[config.mk]
export PLATFORM = sky130hd
export DESIGN_NAME = lmc_ram
export DESIGN_NICKNAME = d
export VERILOG_FILES = /design/src/rtl/lmc_ram.sv
export SDC_FILE = /design/constraint.sdc
export NUM_CORES = 1
export LEC_CHECK = 0
export BUFFER_PORTS_ARGS = -buffer_cell sky130_fd_sc_hd__buf_2
export CAP_MARGIN = 20
export CELL_PAD_IN_SITES_DETAIL_PLACEMENT = 1
export CELL_PAD_IN_SITES_GLOBAL_PLACEMENT = 2
export CORE_MARGIN = 2
export CORE_UTILIZATION = 40
export DETAILED_ROUTE_END_ITERATION = 10
export GPL_TIMING_DRIVEN = 0
export PLACE_DENSITY = 0.68
export SKIP_LAST_GASP = 1
export SLEW_MARGIN = 40
export SYNTH_ARGS = -nofsm -noshare
export SYNTH_HDL_FRONTEND = slang
export SYNTH_SLANG_ARGS = --single-unit
export TNS_END_PERCENT = 20
[constraint.sdc]
create_clock -name clk -period 2.1 [get_ports clk]
set_input_delay 0.21 -clock clk [delete_from_list [all_inputs] [get_ports clk]]
set_output_delay 0.21 -clock clk [all_outputs]
set_load 0.005 [all_outputs]
[src/rtl/lmc_ram.sv]
// Generic single-write, single-read RAM with a registered read port.
module lmc_ram #(
  parameter int WIDTH = 8,
  parameter int DEPTH = 16
) (
  input  logic                     clk,
  input  logic                     wr_en,
  input  logic [$clog2(DEPTH)-1:0] wr_addr,
  input  logic [WIDTH-1:0]         wr_data,
  input  logic                     rd_en,
  input  logic [$clog2(DEPTH)-1:0] rd_addr,
  output logic [WIDTH-1:0]         rd_data
);

  logic [WIDTH-1:0] mem [DEPTH];

  always_ff @(posedge clk) begin
    if (wr_en) begin
      mem[wr_addr] <= wr_data;
    end
  end

  // A read of the address being written returns the old contents.
  always_ff @(posedge clk) begin
    if (rd_en) begin
      rd_data <= mem[rd_addr];
    end
  end

endmodule

==> out/qor.txt, run 1 <==
Antenna violations before repair = 0
Max VDD drop = 0.0004511 V
Share of cells above drive strength 1 = 32.28%
Most common cell in the netlist = edfxtp_1
Synthesis-to-layout area growth = 18.74%
Post-layout util = 48.99%
Mean Syn Cell Area = 22.83 um2
Final GP Congestion = 0.6840
Number of port buffers = 25
Hold Vio Cnt, Final = 0
H-Tree Depth = 4
Slew @ Worst Pin = 0.7939 ns
ANT cells = 0
Pre-CTS WS = 0.1780 ns
Fill cell count = 1159
Detail Route Antenna Nets = 0
Buf/Inv on CP = 0
CTS clock-pin slew for the worst setup and hold paths = 0.06 ns
Pleak = 0.002044 uW
Final WS setup = 0.5072 ns
Final worst clock skew = 0.004128 ns
Number of global-route vias before repair = 2571
Clock Path Buffers = 2
# setup viols final = 0
Data required, critical path = 2.25 ns
Fmax = 0.6278 GHz
Grt ovf = 0
Final critical-path share of the clock period = 75.85%
Synth Register Bits = 136
First-pass iteration count of the detailed router = 4
Crit end category = flop
Max-slew violation count = 0
Io pins = 27
Sequential fraction of the synthesis area = 78.12%
Setup Buffers After CTS = 0
Via count = 2388
XOR/XNOR Fraction of Synth Area = 0%
Post-Layout Cell Count = 457
Placed Cells incl. Taps = 426
Worst Path Max Fanout = 1
Pwr/cell area = 1033 nW/um2
Full die area = 14000 um2
Total power draw = 6411 uW
Post-detail-place hpwl = 6685 um
Slew margin rel. = 46.88%
Root Driver = clkbuf_16
Critical Path AT = 1.75 ns
Final wirelength = 10570 um
Mapped cell area = 5228 um2
RSZ-0062 raised after global routing = no
Fin crit period = 1.593 ns
Ranking of synthesized cells by area = edfxtp_1 (78%), mux4_2 (7.8%), mux4_1 (7.0%), a22oi_1 (2.3%), nor2_1 (0.93%)
Iteration-0 DRC Markers = 113
Crit-path max cell delay = 0.56 ns
# nets final = 292
Mux cell area share after synthesis = 14.79%
CTS tree = built
Synth Warn # = 0
CP max-delay cell = mux4_1
Synth area leader = edfxtp_1
Setup Crit Path Kind = reg -> reg
Post-Synth Simple-Gate Area = 3.135%
Syn_nets = 248
DIE HEIGHT = 118.3 um
Initial core utilization = 41.26%
Vias/cell = 5.225
Post-synth EDFFs = 136
Die Width = 118.3 um
CP cell instances = mux4_1 -> a22oi_1 -> nand2_1
Synth top area share = 78.12%
Max-cap viol count = 0
# clock sinks = 136
Compound-Gate Fraction of Synth Area = 2.298%
Most used DFF post-synth = edfxtp_1
Hold slack final = 0.1574 ns
Clk_lat worst skew = 0.41 ns
WL per Instance = 23.13 um
Area of the core = 12670 um2
Core Rows = 41
Synth cell types = 18
Largest family of logic cells by synthesized area = multiplexers
Num CTS Buffers = 17
Worst Hold Class = in -> reg
Crit start category = flop
Most instantiated cells after synthesis = edfxtp_1 (136), mux4_2 (18), a22oi_1 (16), mux4_1 (14), nor2_1 (13)
Post-CTS Hold Fix Bufs = 0
Synth Area in Adders = 0%
Share of flip-flops with an asynchronous set or reset = 0%
First-pass GRT wire length = 16010 um
DRC viols = 0
Status = completed
Mapped Cells = 229
Post-CTS Resized = 0
Largest net degree at the start of global routing = 17
Total track usage = 16.24%
CP top delay family = multiplexers
path summary, 6_finish.rpt:
path	cells past startpoint	slack [ns]	start	endpoint
min	1	0.16	rd_en	rd_data[3]$_DFFE_PP_
max	3	0.51	mem[5][0]$_DFFE_PP_	rd_data[0]$_DFFE_PP_
max reg2reg	3	0.51	mem[5][0]$_DFFE_PP_	rd_data[0]$_DFFE_PP_
min reg2reg	3	0.77	mem[11][3]$_DFFE_PP_	rd_data[3]$_DFFE_PP_
metal layers:
layer | vias to the layer above | global-route usage [%] | wire length (um)
li1 | 1066 | - | -
met2 | 60 | 25.07 | 5127
met3 | 12 | 3.813 | 478
met5 | - | 0 | 0
met4 | 0 | 6.551 | 146
met1 | 1250 | 22.37 | 4819
registers in the layout, indices dropped and copies added (netlist names):
signal,flops
mem,128
rd_data,8
layout by cell type, fill, tap and decap left out, types with 3 or more instances in the layout:
master           count
edfxtp_1           136
buf_2               28
mux4_2              18
clkbuf_16           17
a22oi_1             16
mux4_1              14
nand2_1              9
nor2_1               8
nor2_2               5
nor3_2               4
bufinv_16            4
clkinvlp_4           4
buf_6                3
clkdlybuf4s25_2      3
clkinv_2             3
logic make-up after synthesis:
logic type	count (synthesis)
buf+inv	10
simple gates	35
compound gates	16
flops	136
mux	32
metrics by stage:
stage	TNS, ns	cell area [um2]
3_5_place_dp	0	5588
3_3_place_gp	-1.790	5568
6_report	0	6207
4_1_cts	0	6195
5_1_grt	0	6207
2_1_floorplan	0	5228
layout make-up:
class	instances	area (um2)	share of cell area, %
flip-flops and latches	136	4084	65.79
multi-input cells	83	1090	17.56
clock buffers	17	425.4	6.853
well taps	172	215.2	3.467
clock inverters	14	181.4	2.923
repair buffers	25	125.1	2.016
plain buffers	10	86.33	1.391
power by group:
part           leakage, uW  switching [uW]  internal, uW
clock             0.000286            1080          1970
sequential         0.00124            13.6          3060
combinational     0.000522             175           118
Note: power is estimated with default switching activity, not from simulation.
==> inputs of run 2 (changes only) <==
--- a/config.mk
+++ b/config.mk
@@ -5,15 +5,16 @@
 export SDC_FILE = /design/constraint.sdc
 export NUM_CORES = 1
 export LEC_CHECK = 0
+export ABC_AREA = 1
 export BUFFER_PORTS_ARGS = -buffer_cell sky130_fd_sc_hd__buf_2
 export CAP_MARGIN = 20
 export CELL_PAD_IN_SITES_DETAIL_PLACEMENT = 1
 export CELL_PAD_IN_SITES_GLOBAL_PLACEMENT = 2
 export CORE_MARGIN = 2
-export CORE_UTILIZATION = 40
+export CORE_UTILIZATION = 37
 export DETAILED_ROUTE_END_ITERATION = 10
 export GPL_TIMING_DRIVEN = 0
-export PLACE_DENSITY = 0.68
+export PLACE_DENSITY = 0.77
 export SKIP_LAST_GASP = 1
 export SLEW_MARGIN = 40
 export SYNTH_ARGS = -nofsm -noshare
==> constraint.sdc (replaced) <==
create_clock -name clk -period 1.4 [get_ports clk]
set_input_delay 0.14 -clock clk [delete_from_list [all_inputs] [get_ports clk]]
set_output_delay 0.14 -clock clk [all_outputs]
set_load 0.005 [all_outputs]
==> run 2 against run 1 <==
  * Worst hold slack got worse by 0.082 ns
  * Cell count rose by 79%
  * Synthesized cell count rose by 140%
  * Design area rose by 11%
  * Utilization fell by 3.8 points
  * Clock skew rose by 0.0015 ns
  * Clock-buffer cell count rose by 1
  * Worst setup slack got worse by 0.31 ns
  * Die area rose by 20%
  * Sequential share of layout area fell by 6.7 points
  * Critical path depth rose by 3
==> out/qor.txt, run 2 <==
Post-Synth Simple-Gate Area = 20.76% (was 3.135%)
Design Area, Final = 6914 um2 (was 6207 um2)
Hold slack final = 0.07515 ns (was 0.1574 ns)
Critical Path AT = 1.37 ns (was 1.75 ns)
Area of the core = 15310 um2 (was 12670 um2)
WL per Instance = 19.75 um (was 23.13 um)
Buf/Inv on CP = 0 (unchanged)
Number of port buffers = 23 (was 25)
CP max-delay cell = edfxtp_1 (was mux4_1)
Grt ovf = 0 (unchanged)
XOR/XNOR Fraction of Synth Area = 0% (unchanged)
Post-detail-place hpwl = 10620 um (was 6685 um)
Crit start category = flop (unchanged)
Syn_nets = 570 (was 248)
Synthesis-to-layout area growth = 18.25% (was 18.74%)
Cell internal pwr = 8077 uW (was 5143 uW)
Clock share of power = 48.9% (was 47.5%)
Share of flip-flops with an asynchronous set or reset = 0% (unchanged)
Final GP Congestion = 0.7750 (was 0.6840)
Post-synth EDFFs = 136 (unchanged)
Worst Path Max Fanout = 1 (unchanged)
# setup viols final = 0 (unchanged)
Slew @ Worst Pin = 0.7894 ns (was 0.7939 ns)
Clock Path Buffers = 2 (unchanged)
Status = completed (unchanged)
Synth area leader = edfxtp_1 (unchanged)
Share of cells above drive strength 1 = 14.69% (was 32.28%)
Max VDD drop = 0.0009125 V (was 0.0004511 V)
Worst Reg-to-Reg Cells = 6 (was 3)
Flop-to-flop setup slack = 0.20 ns (was 0.51 ns)
Post-Layout Cell Count = 817 (was 457)
Hold Vio Cnt, Final = 0 (unchanged)
Largest net degree at the start of global routing = 17 (unchanged)
DRC viols = 0 (unchanged)
Part of the power in registers = 45.1% (was 47.9%)
Sw frac = 21.03% (was 19.79%)
Antenna violations before repair = 0 (unchanged)
Pwr/cell area = 1479 nW/um2 (was 1033 nW/um2)
Final wirelength = 16130 um (was 10570 um)
Vias/cell = 4.793 (was 5.225)
Iteration-0 DRC Markers = 300 (was 113)
Mapped Cells = 551 (was 229)
Setup Crit Path Kind = reg -> reg (unchanged)
RSZ-0062 raised after global routing = no (unchanged)
Synth top area share = 69.85% (was 78.12%)
R2R Path Start = mem[2][3]$_DFFE_PP_ (was mem[5][0]$_DFFE_PP_)
WP depth = 6 (was 3)
Max-cap viol count = 0 (unchanged)
Crit-path max cell delay = 0.36 ns (was 0.56 ns)
Fin crit period = 1.203 ns (was 1.593 ns)
Combinational Power Share = 6.0% (was 4.6%)
Initial core utilization = 38.18% (was 41.26%)
P_sw = 2151 uW (was 1269 uW)
# clock sinks = 136 (unchanged)
Biggest register = mem (unchanged)
Sequential fraction of the synthesis area = 69.85% (was 78.12%)
Most used DFF post-synth = edfxtp_1 (unchanged)
Final critical-path share of the clock period = 85.91% (was 75.85%)
First-pass GRT wire length = 24320 um (was 16010 um)
Compound-Gate Fraction of Synth Area = 0% (was 2.298%)
Detail Route Antenna Nets = 0 (unchanged)
ANT cells = 0 (unchanged)
Most common cell in the netlist = nand2_1 (was edfxtp_1)
Synth Warn # = 0 (unchanged)
Num CTS Buffers = 17 (unchanged)
Io pins = 27 (unchanged)
Crit end category = flop (unchanged)
Post-CTS Resized = 0 (unchanged)
Final worst clock skew = 0.005636 ns (was 0.004128 ns)
Most common cell after layout, fill and taps aside = nand2_1 (was edfxtp_1)
Post-CTS Hold Fix Bufs = 0 (unchanged)
Most used cell along the critical path = nand2_1
Mux cell area share after synthesis = 0% (was 14.79%)
Number of global-route vias before repair = 4049 (was 2571)
Data required, critical path = 1.57 ns (was 2.25 ns)
Max reg flops = 128 (unchanged)
CTS clock-pin slew for the worst setup and hold paths = 0.06 ns (about the same)
Setup_tns = 0 ns (unchanged)
Setup Buffers After CTS = 0 (unchanged)
CP cell instances = nand2_1 -> nand2_1 -> nand2_1 -> nand3_1 -> nand3_1 -> nand2_1 (was mux4_1 -> a22oi_1 -> nand2_1)
# nets final = 612 (was 292)
Fmax = 0.8314 GHz (was 0.6278 GHz)
Largest regs = mem: 128 flops, rd_data: 8 flops (unchanged)
Die Width = 129.7 um (was 118.3 um)
Synth Register Bits = 136 (unchanged)
Mapped cell area = 5847 um2 (was 5228 um2)
H-Tree Depth = 4 (unchanged)
Mean Syn Cell Area = 10.61 um2 (was 22.83 um2)
Clk_lat worst skew = 0.42 ns (was 0.41 ns)
Pleak = 0.002934 uW (was 0.002044 uW)
RR Endpoint = rd_data[3]$_DFFE_PP_ (was rd_data[0]$_DFFE_PP_)
CP top delay family = simple AND/OR/NAND/NOR gates (was multiplexers)
Largest family of logic cells by synthesized area = simple AND/OR/NAND/NOR gates (was multiplexers)
Root Driver = clkbuf_16 (unchanged)
Worst Setup SP = mem[2][3]$_DFFE_PP_ (was mem[5][0]$_DFFE_PP_)
Max-slew violation count = 0 (unchanged)
Total track usage = 20.81% (was 16.24%)
Most frequent cells in the layout = nand2_1 (173), edfxtp_1 (136), inv_1 (100), nand3_1 (97), buf_2 (36) (was edfxtp_1 (136), buf_2 (28), mux4_2 (18), clkbuf_16 (17), a22oi_1 (16))
CTS tree = built (unchanged)
Full die area = 16820 um2 (was 14000 um2)
Synth cell types = 11 (was 18)
Slew margin rel. = 47.18% (was 46.88%)
First-pass iteration count of the detailed router = 5 (was 4)
Worst Hold Class = in -> reg (unchanged)
Placed Cells incl. Taps = 785 (was 426)
Ranking of synthesized cells by area = edfxtp_1 (70%), nand2_1 (11%), nand3_1 (8.3%), inv_1 (6.4%), buf_6 (1.2%) (was edfxtp_1 (78%), mux4_2 (7.8%), mux4_1 (7.0%), a22oi_1 (2.3%), nor2_1 (0.93%))
Synth Area in Adders = 0% (unchanged)
Core Rows = 45 (was 41)
Via count = 3916 (was 2388)
DIE HEIGHT = 129.7 um (was 118.3 um)
Most instantiated cells after synthesis = nand2_1 (173), edfxtp_1 (136), inv_1 (100), nand3_1 (97), nor2_1 (17) (was edfxtp_1 (136), mux4_2 (18), a22oi_1 (16), mux4_1 (14), nor2_1 (13))
Post-DP Area = 6243 um2 (was 5588 um2)
Worst Setup EP = rd_data[3]$_DFFE_PP_ (was rd_data[0]$_DFFE_PP_)
-- run 2: cell type report --
cell class / count / area (um2)
Fill cell: 1737 / 8401
Sequential cell: 136 / 4084
Multi-Input combinational cell: 289 / 1244
Clock buffer: 18 / 429.2
Inverter: 102 / 382.9
Tap cell: 211 / 264.0
Clock inverter: 14 / 229.0
Buffer: 24 / 166.4
Timing Repair Buffer: 23 / 115.1
-- run 2: logic make-up after synthesis --
logic type	count (synthesis)
buffers and inverters	126
DFF	136
and+or+nand+nor	289
-- run 2: power groups by stage --
stage | logic, uW | registers (uW) | clock network [uW]
floorplan | 322 | 4690 | 0
global placement | 598 | 4690 | 0
detailed placement | 618 | 4700 | 0
CTS | 625 | 4610 | 5060
global route | 685 | 4620 | 5190
finish | 616 | 4610 | 5000
-- run 2: worst min-delay path by stage --
stage	slack, ns	cells after the start	startpoint	to
floorplan	0.24	0	wr_data[0]	mem[0][0]$_DFFE_PP_
global placement	0.51	1	rd_en	rd_data[1]$_DFFE_PP_
detailed placement	0.52	1	rd_en	rd_data[1]$_DFFE_PP_
CTS	0.07	1	rd_en	rd_data[1]$_DFFE_PP_
global route	0.08	1	rd_en	rd_data[1]$_DFFE_PP_
finish	0.08	1	rd_en	rd_data[1]$_DFFE_PP_
-- run 2: metrics by stage --
stage | setup slack [ns] | util, % | total power (uW)
global route | 0.1547 | 45.15 | 10490
CTS | 0.1611 | 45.07 | 10300
global placement | -0.2814 | 40.65 | 5288
finish | 0.1973 | 45.15 | 10230
floorplan | 0.3092 | - | 5016
detailed placement | -0.2888 | 40.77 | 5314
-- run 2: layer usage --
metal	share of wire [%]	wire, um	global-route usage, %	vias to the layer above
met5	0	0	0	-
met4	2.4	382	8.665	0
met3	4.2	681	3.895	25
met2	48	7787	34.37	93
met1	45	7281	27.14	1936
li1	-	-	-	1862
==> inputs of run 3 (changes only) <==
--- a/config.mk
+++ b/config.mk
@@ -5,16 +5,15 @@
 export SDC_FILE = /design/constraint.sdc
 export NUM_CORES = 1
 export LEC_CHECK = 0
-export ABC_AREA = 1
 export BUFFER_PORTS_ARGS = -buffer_cell sky130_fd_sc_hd__buf_2
 export CAP_MARGIN = 20
-export CELL_PAD_IN_SITES_DETAIL_PLACEMENT = 1
+export CELL_PAD_IN_SITES_DETAIL_PLACEMENT = 0
 export CELL_PAD_IN_SITES_GLOBAL_PLACEMENT = 2
 export CORE_MARGIN = 2
-export CORE_UTILIZATION = 37
+export CORE_UTILIZATION = 40
 export DETAILED_ROUTE_END_ITERATION = 10
 export GPL_TIMING_DRIVEN = 0
-export PLACE_DENSITY = 0.77
+export PLACE_DENSITY = 0.71
 export SKIP_LAST_GASP = 1
 export SLEW_MARGIN = 40
 export SYNTH_ARGS = -nofsm -noshare
==> run 3 against run 2 <==
  * The run now ends with negative setup slack left
  * Critical path type unchanged
  * Worst setup slack worse by 0.25 ns
  * Worst hold slack lost 0.014 ns
  * Global-route usage shrank 5.8 points
  * Utilization increased by 4.0 points
  * Routed wire length is 39% lower
==> out/qor.txt, run 3 (synthesis gave the netlist of run 1 again) <==
Status = finished, violations left (was completed)
Failing checks = negative setup slack
Most frequent cells in the layout = edfxtp_1 (136), buf_2 (28), mux4_2 (25), clkbuf_16 (17), a22oi_2 (10) (was nand2_1 (173), edfxtp_1 (136), inv_1 (100), nand3_1 (97), buf_2 (36))
# nets final = 292 (was 612)
Post-layout util = 49.19% (was 45.15%)
Fmax = 0.6870 GHz (was 0.8314 GHz)
Crit start category = flop (unchanged)
Number of port buffers = 25 (was 23)
Total track usage = 15.04% (was 20.81%)
Pwr/cell area = 1537 nW/um2 (was 1479 nW/um2)
Setup Buffers After CTS = 0 (unchanged)
Hold Vio Cnt, Final = 0 (unchanged)
Antenna violations before repair = 0 (unchanged)
Via count = 2376 (was 3916)
Most common cell after layout, fill and taps aside = edfxtp_1 (was nand2_1)
Hold wc startpoint = rd_en (unchanged)
Pre-CTS WS = -0.4460 ns (was -0.2888 ns)
Clk_lat worst skew = 0.41 ns (was 0.42 ns)
Pleak = 0.002027 uW (was 0.002934 uW)
ANT cells = 0 (unchanged)
Initial core utilization = 41.26% (was 38.18%)
Synthesis-to-layout area growth = 19.22% (was 18.25%)
Number of global-route vias before repair = 2462 (was 4049)
Final worst clock skew = 0.008852 ns (was 0.005636 ns)
Fin crit period = 1.456 ns (was 1.203 ns)
WL per Instance = 21.48 um (was 19.75 um)
Largest regs = mem: 128 flops, rd_data: 8 flops (unchanged)
Worst Setup SP = mem[7][0]$_DFFE_PP_ (was mem[2][3]$_DFFE_PP_)
Setup_tns = -0.1818 ns (was 0 ns)
Max-slew violation count = 0 (unchanged)
Hold slack final = 0.06110 ns (was 0.07515 ns)
Final critical-path share of the clock period = 104.0% (was 85.91%)
First-pass iteration count of the detailed router = 4 (was 5)
Final GP Congestion = 0.7336 (was 0.7750)
# setup viols final = 5 (was 0)
Final wirelength = 9838 um (was 16130 um)
Max VDD drop = 0.0007104 V (was 0.0009125 V)
RSZ-0062 raised after global routing = yes (was no)
Largest net degree at the start of global routing = 17 (unchanged)
Critical Path AT = 1.59 ns (was 1.37 ns)
Detail Route Antenna Nets = 0 (unchanged)
H-Tree Depth = 4 (unchanged)
Vias/cell = 5.188 (was 4.793)
Io pins = 27 (unchanged)
Share of cells above drive strength 1 = 37.41% (was 14.69%)
Slew margin rel. = 41.05% (was 47.18%)
Biggest register = mem (unchanged)
R2R Path Start = mem[7][0]$_DFFE_PP_ (was mem[2][3]$_DFFE_PP_)
Flop-to-flop setup slack = -0.06 ns (was 0.20 ns)
# clock sinks = 136 (unchanged)
Clock Path Buffers = 2 (unchanged)
Num CTS Buffers = 17 (unchanged)
Worst Path Max Fanout = 1 (unchanged)
Full die area = 14000 um2 (was 16820 um2)
Crit end category = flop (unchanged)
Max-cap viol count = 0 (unchanged)
Grt ovf = 0 (unchanged)
Setup Crit Path Kind = reg -> reg (unchanged)
Post-CTS Hold Fix Bufs = 0 (unchanged)
Data required, critical path = 1.54 ns (was 1.57 ns)
Worst Hold Class = in -> reg (unchanged)
Slew @ Worst Pin = 0.8810 ns (was 0.7894 ns)
Iteration-0 DRC Markers = 148 (was 300)
CTS clock-pin slew for the worst setup and hold paths = 0.06 ns (about the same)
DRC viols = 0 (unchanged)
Final WS setup = -0.05552 ns (was 0.1973 ns)
Area of the core = 12670 um2 (was 15310 um2)
DIE HEIGHT = 118.3 um (was 129.7 um)
Post-detail-place hpwl = 6298 um (was 10620 um)
Max reg flops = 128 (unchanged)
CTS tree = built (unchanged)
Core Rows = 41 (was 45)
Root Driver = clkbuf_16 (unchanged)
First-pass GRT wire length = 14790 um (was 24320 um)
Die Width = 118.3 um (was 129.7 um)
[run 3: cell types whose count changed in the layout (fill, tap and decap cells not counted), moves of 8 or more]
| cell | change |
|---|---|
| a22oi_2 | +10 |
| buf_2 | -8 |
| inv_1 | -100 |
| mux4_2 | +25 |
| nand2_1 | -165 |
| nand3_1 | -96 |
| nor2_2 | -8 |
[run 3: cell type report]
cell class	count	area, um2
repair buffers	25	125.1
clock inverters	15	182.7
flip-flops and latches	136	4084
clock buffers	17	425.4
well taps	172	215.2
plain buffers	10	86.33
multi-input cells	83	1114
fillers	1049	6439
[run 3: per-stage QoR]
| stage | cells | instance area [um2] | total power [uW] |
|---|---|---|---|
| 6_report | 458 | 6232 | 9581 |
| 5_1_grt | 458 | 6232 | 9868 |
| 4_1_cts | 458 | 6200 | 9631 |
| 3_5_place_dp | 426 | 5588 | 5132 |
| 3_3_place_gp | 426 | 5573 | 5114 |
| 2_1_floorplan | 229 | 5233 | 4923 |
[run 3: worst paths after layout]
check,to,depth (start not counted)
setup reg to reg,rd_data[0]$_DFFE_PP_,3
setup / recovery,rd_data[0]$_DFFE_PP_,3
hold / removal,rd_data[1]$_DFFE_PP_,1
hold reg to reg,rd_data[2]$_DFFE_PP_,3
[run 3: worst max-delay path: stages (launching register included)]
cell and delay (ns):
edfxtp_1 0.35, mux4_2 0.52, a22oi_2 0.21, nand2_1 0.11
[run 3: repair_timing]
item,4_1_cts,5_1_grt
gates resized for setup,13,6
pin swaps,7,3
gates cloned,0,0
setup endpoints to repair,24,32
[run 3: where the power goes]
part	switching (uW)	leakage (uW)	total [uW]	internal, uW
Clock	1560	0.000295	4510	2950
Combinational	269	0.000496	458	189
Sequential	19.1	0.00124	4610	4590
[run 3: per-layer routing]
layer	vias up	GRT usage [%]	part of all wire, %	wire length (um)
met3	14	4.102	4.9	481
met2	77	23.09	48	4722
met5	-	0	0	0
li1	1063	-	-	-
met1	1222	20.20	45	4442
met4	0	6.551	1.9	191
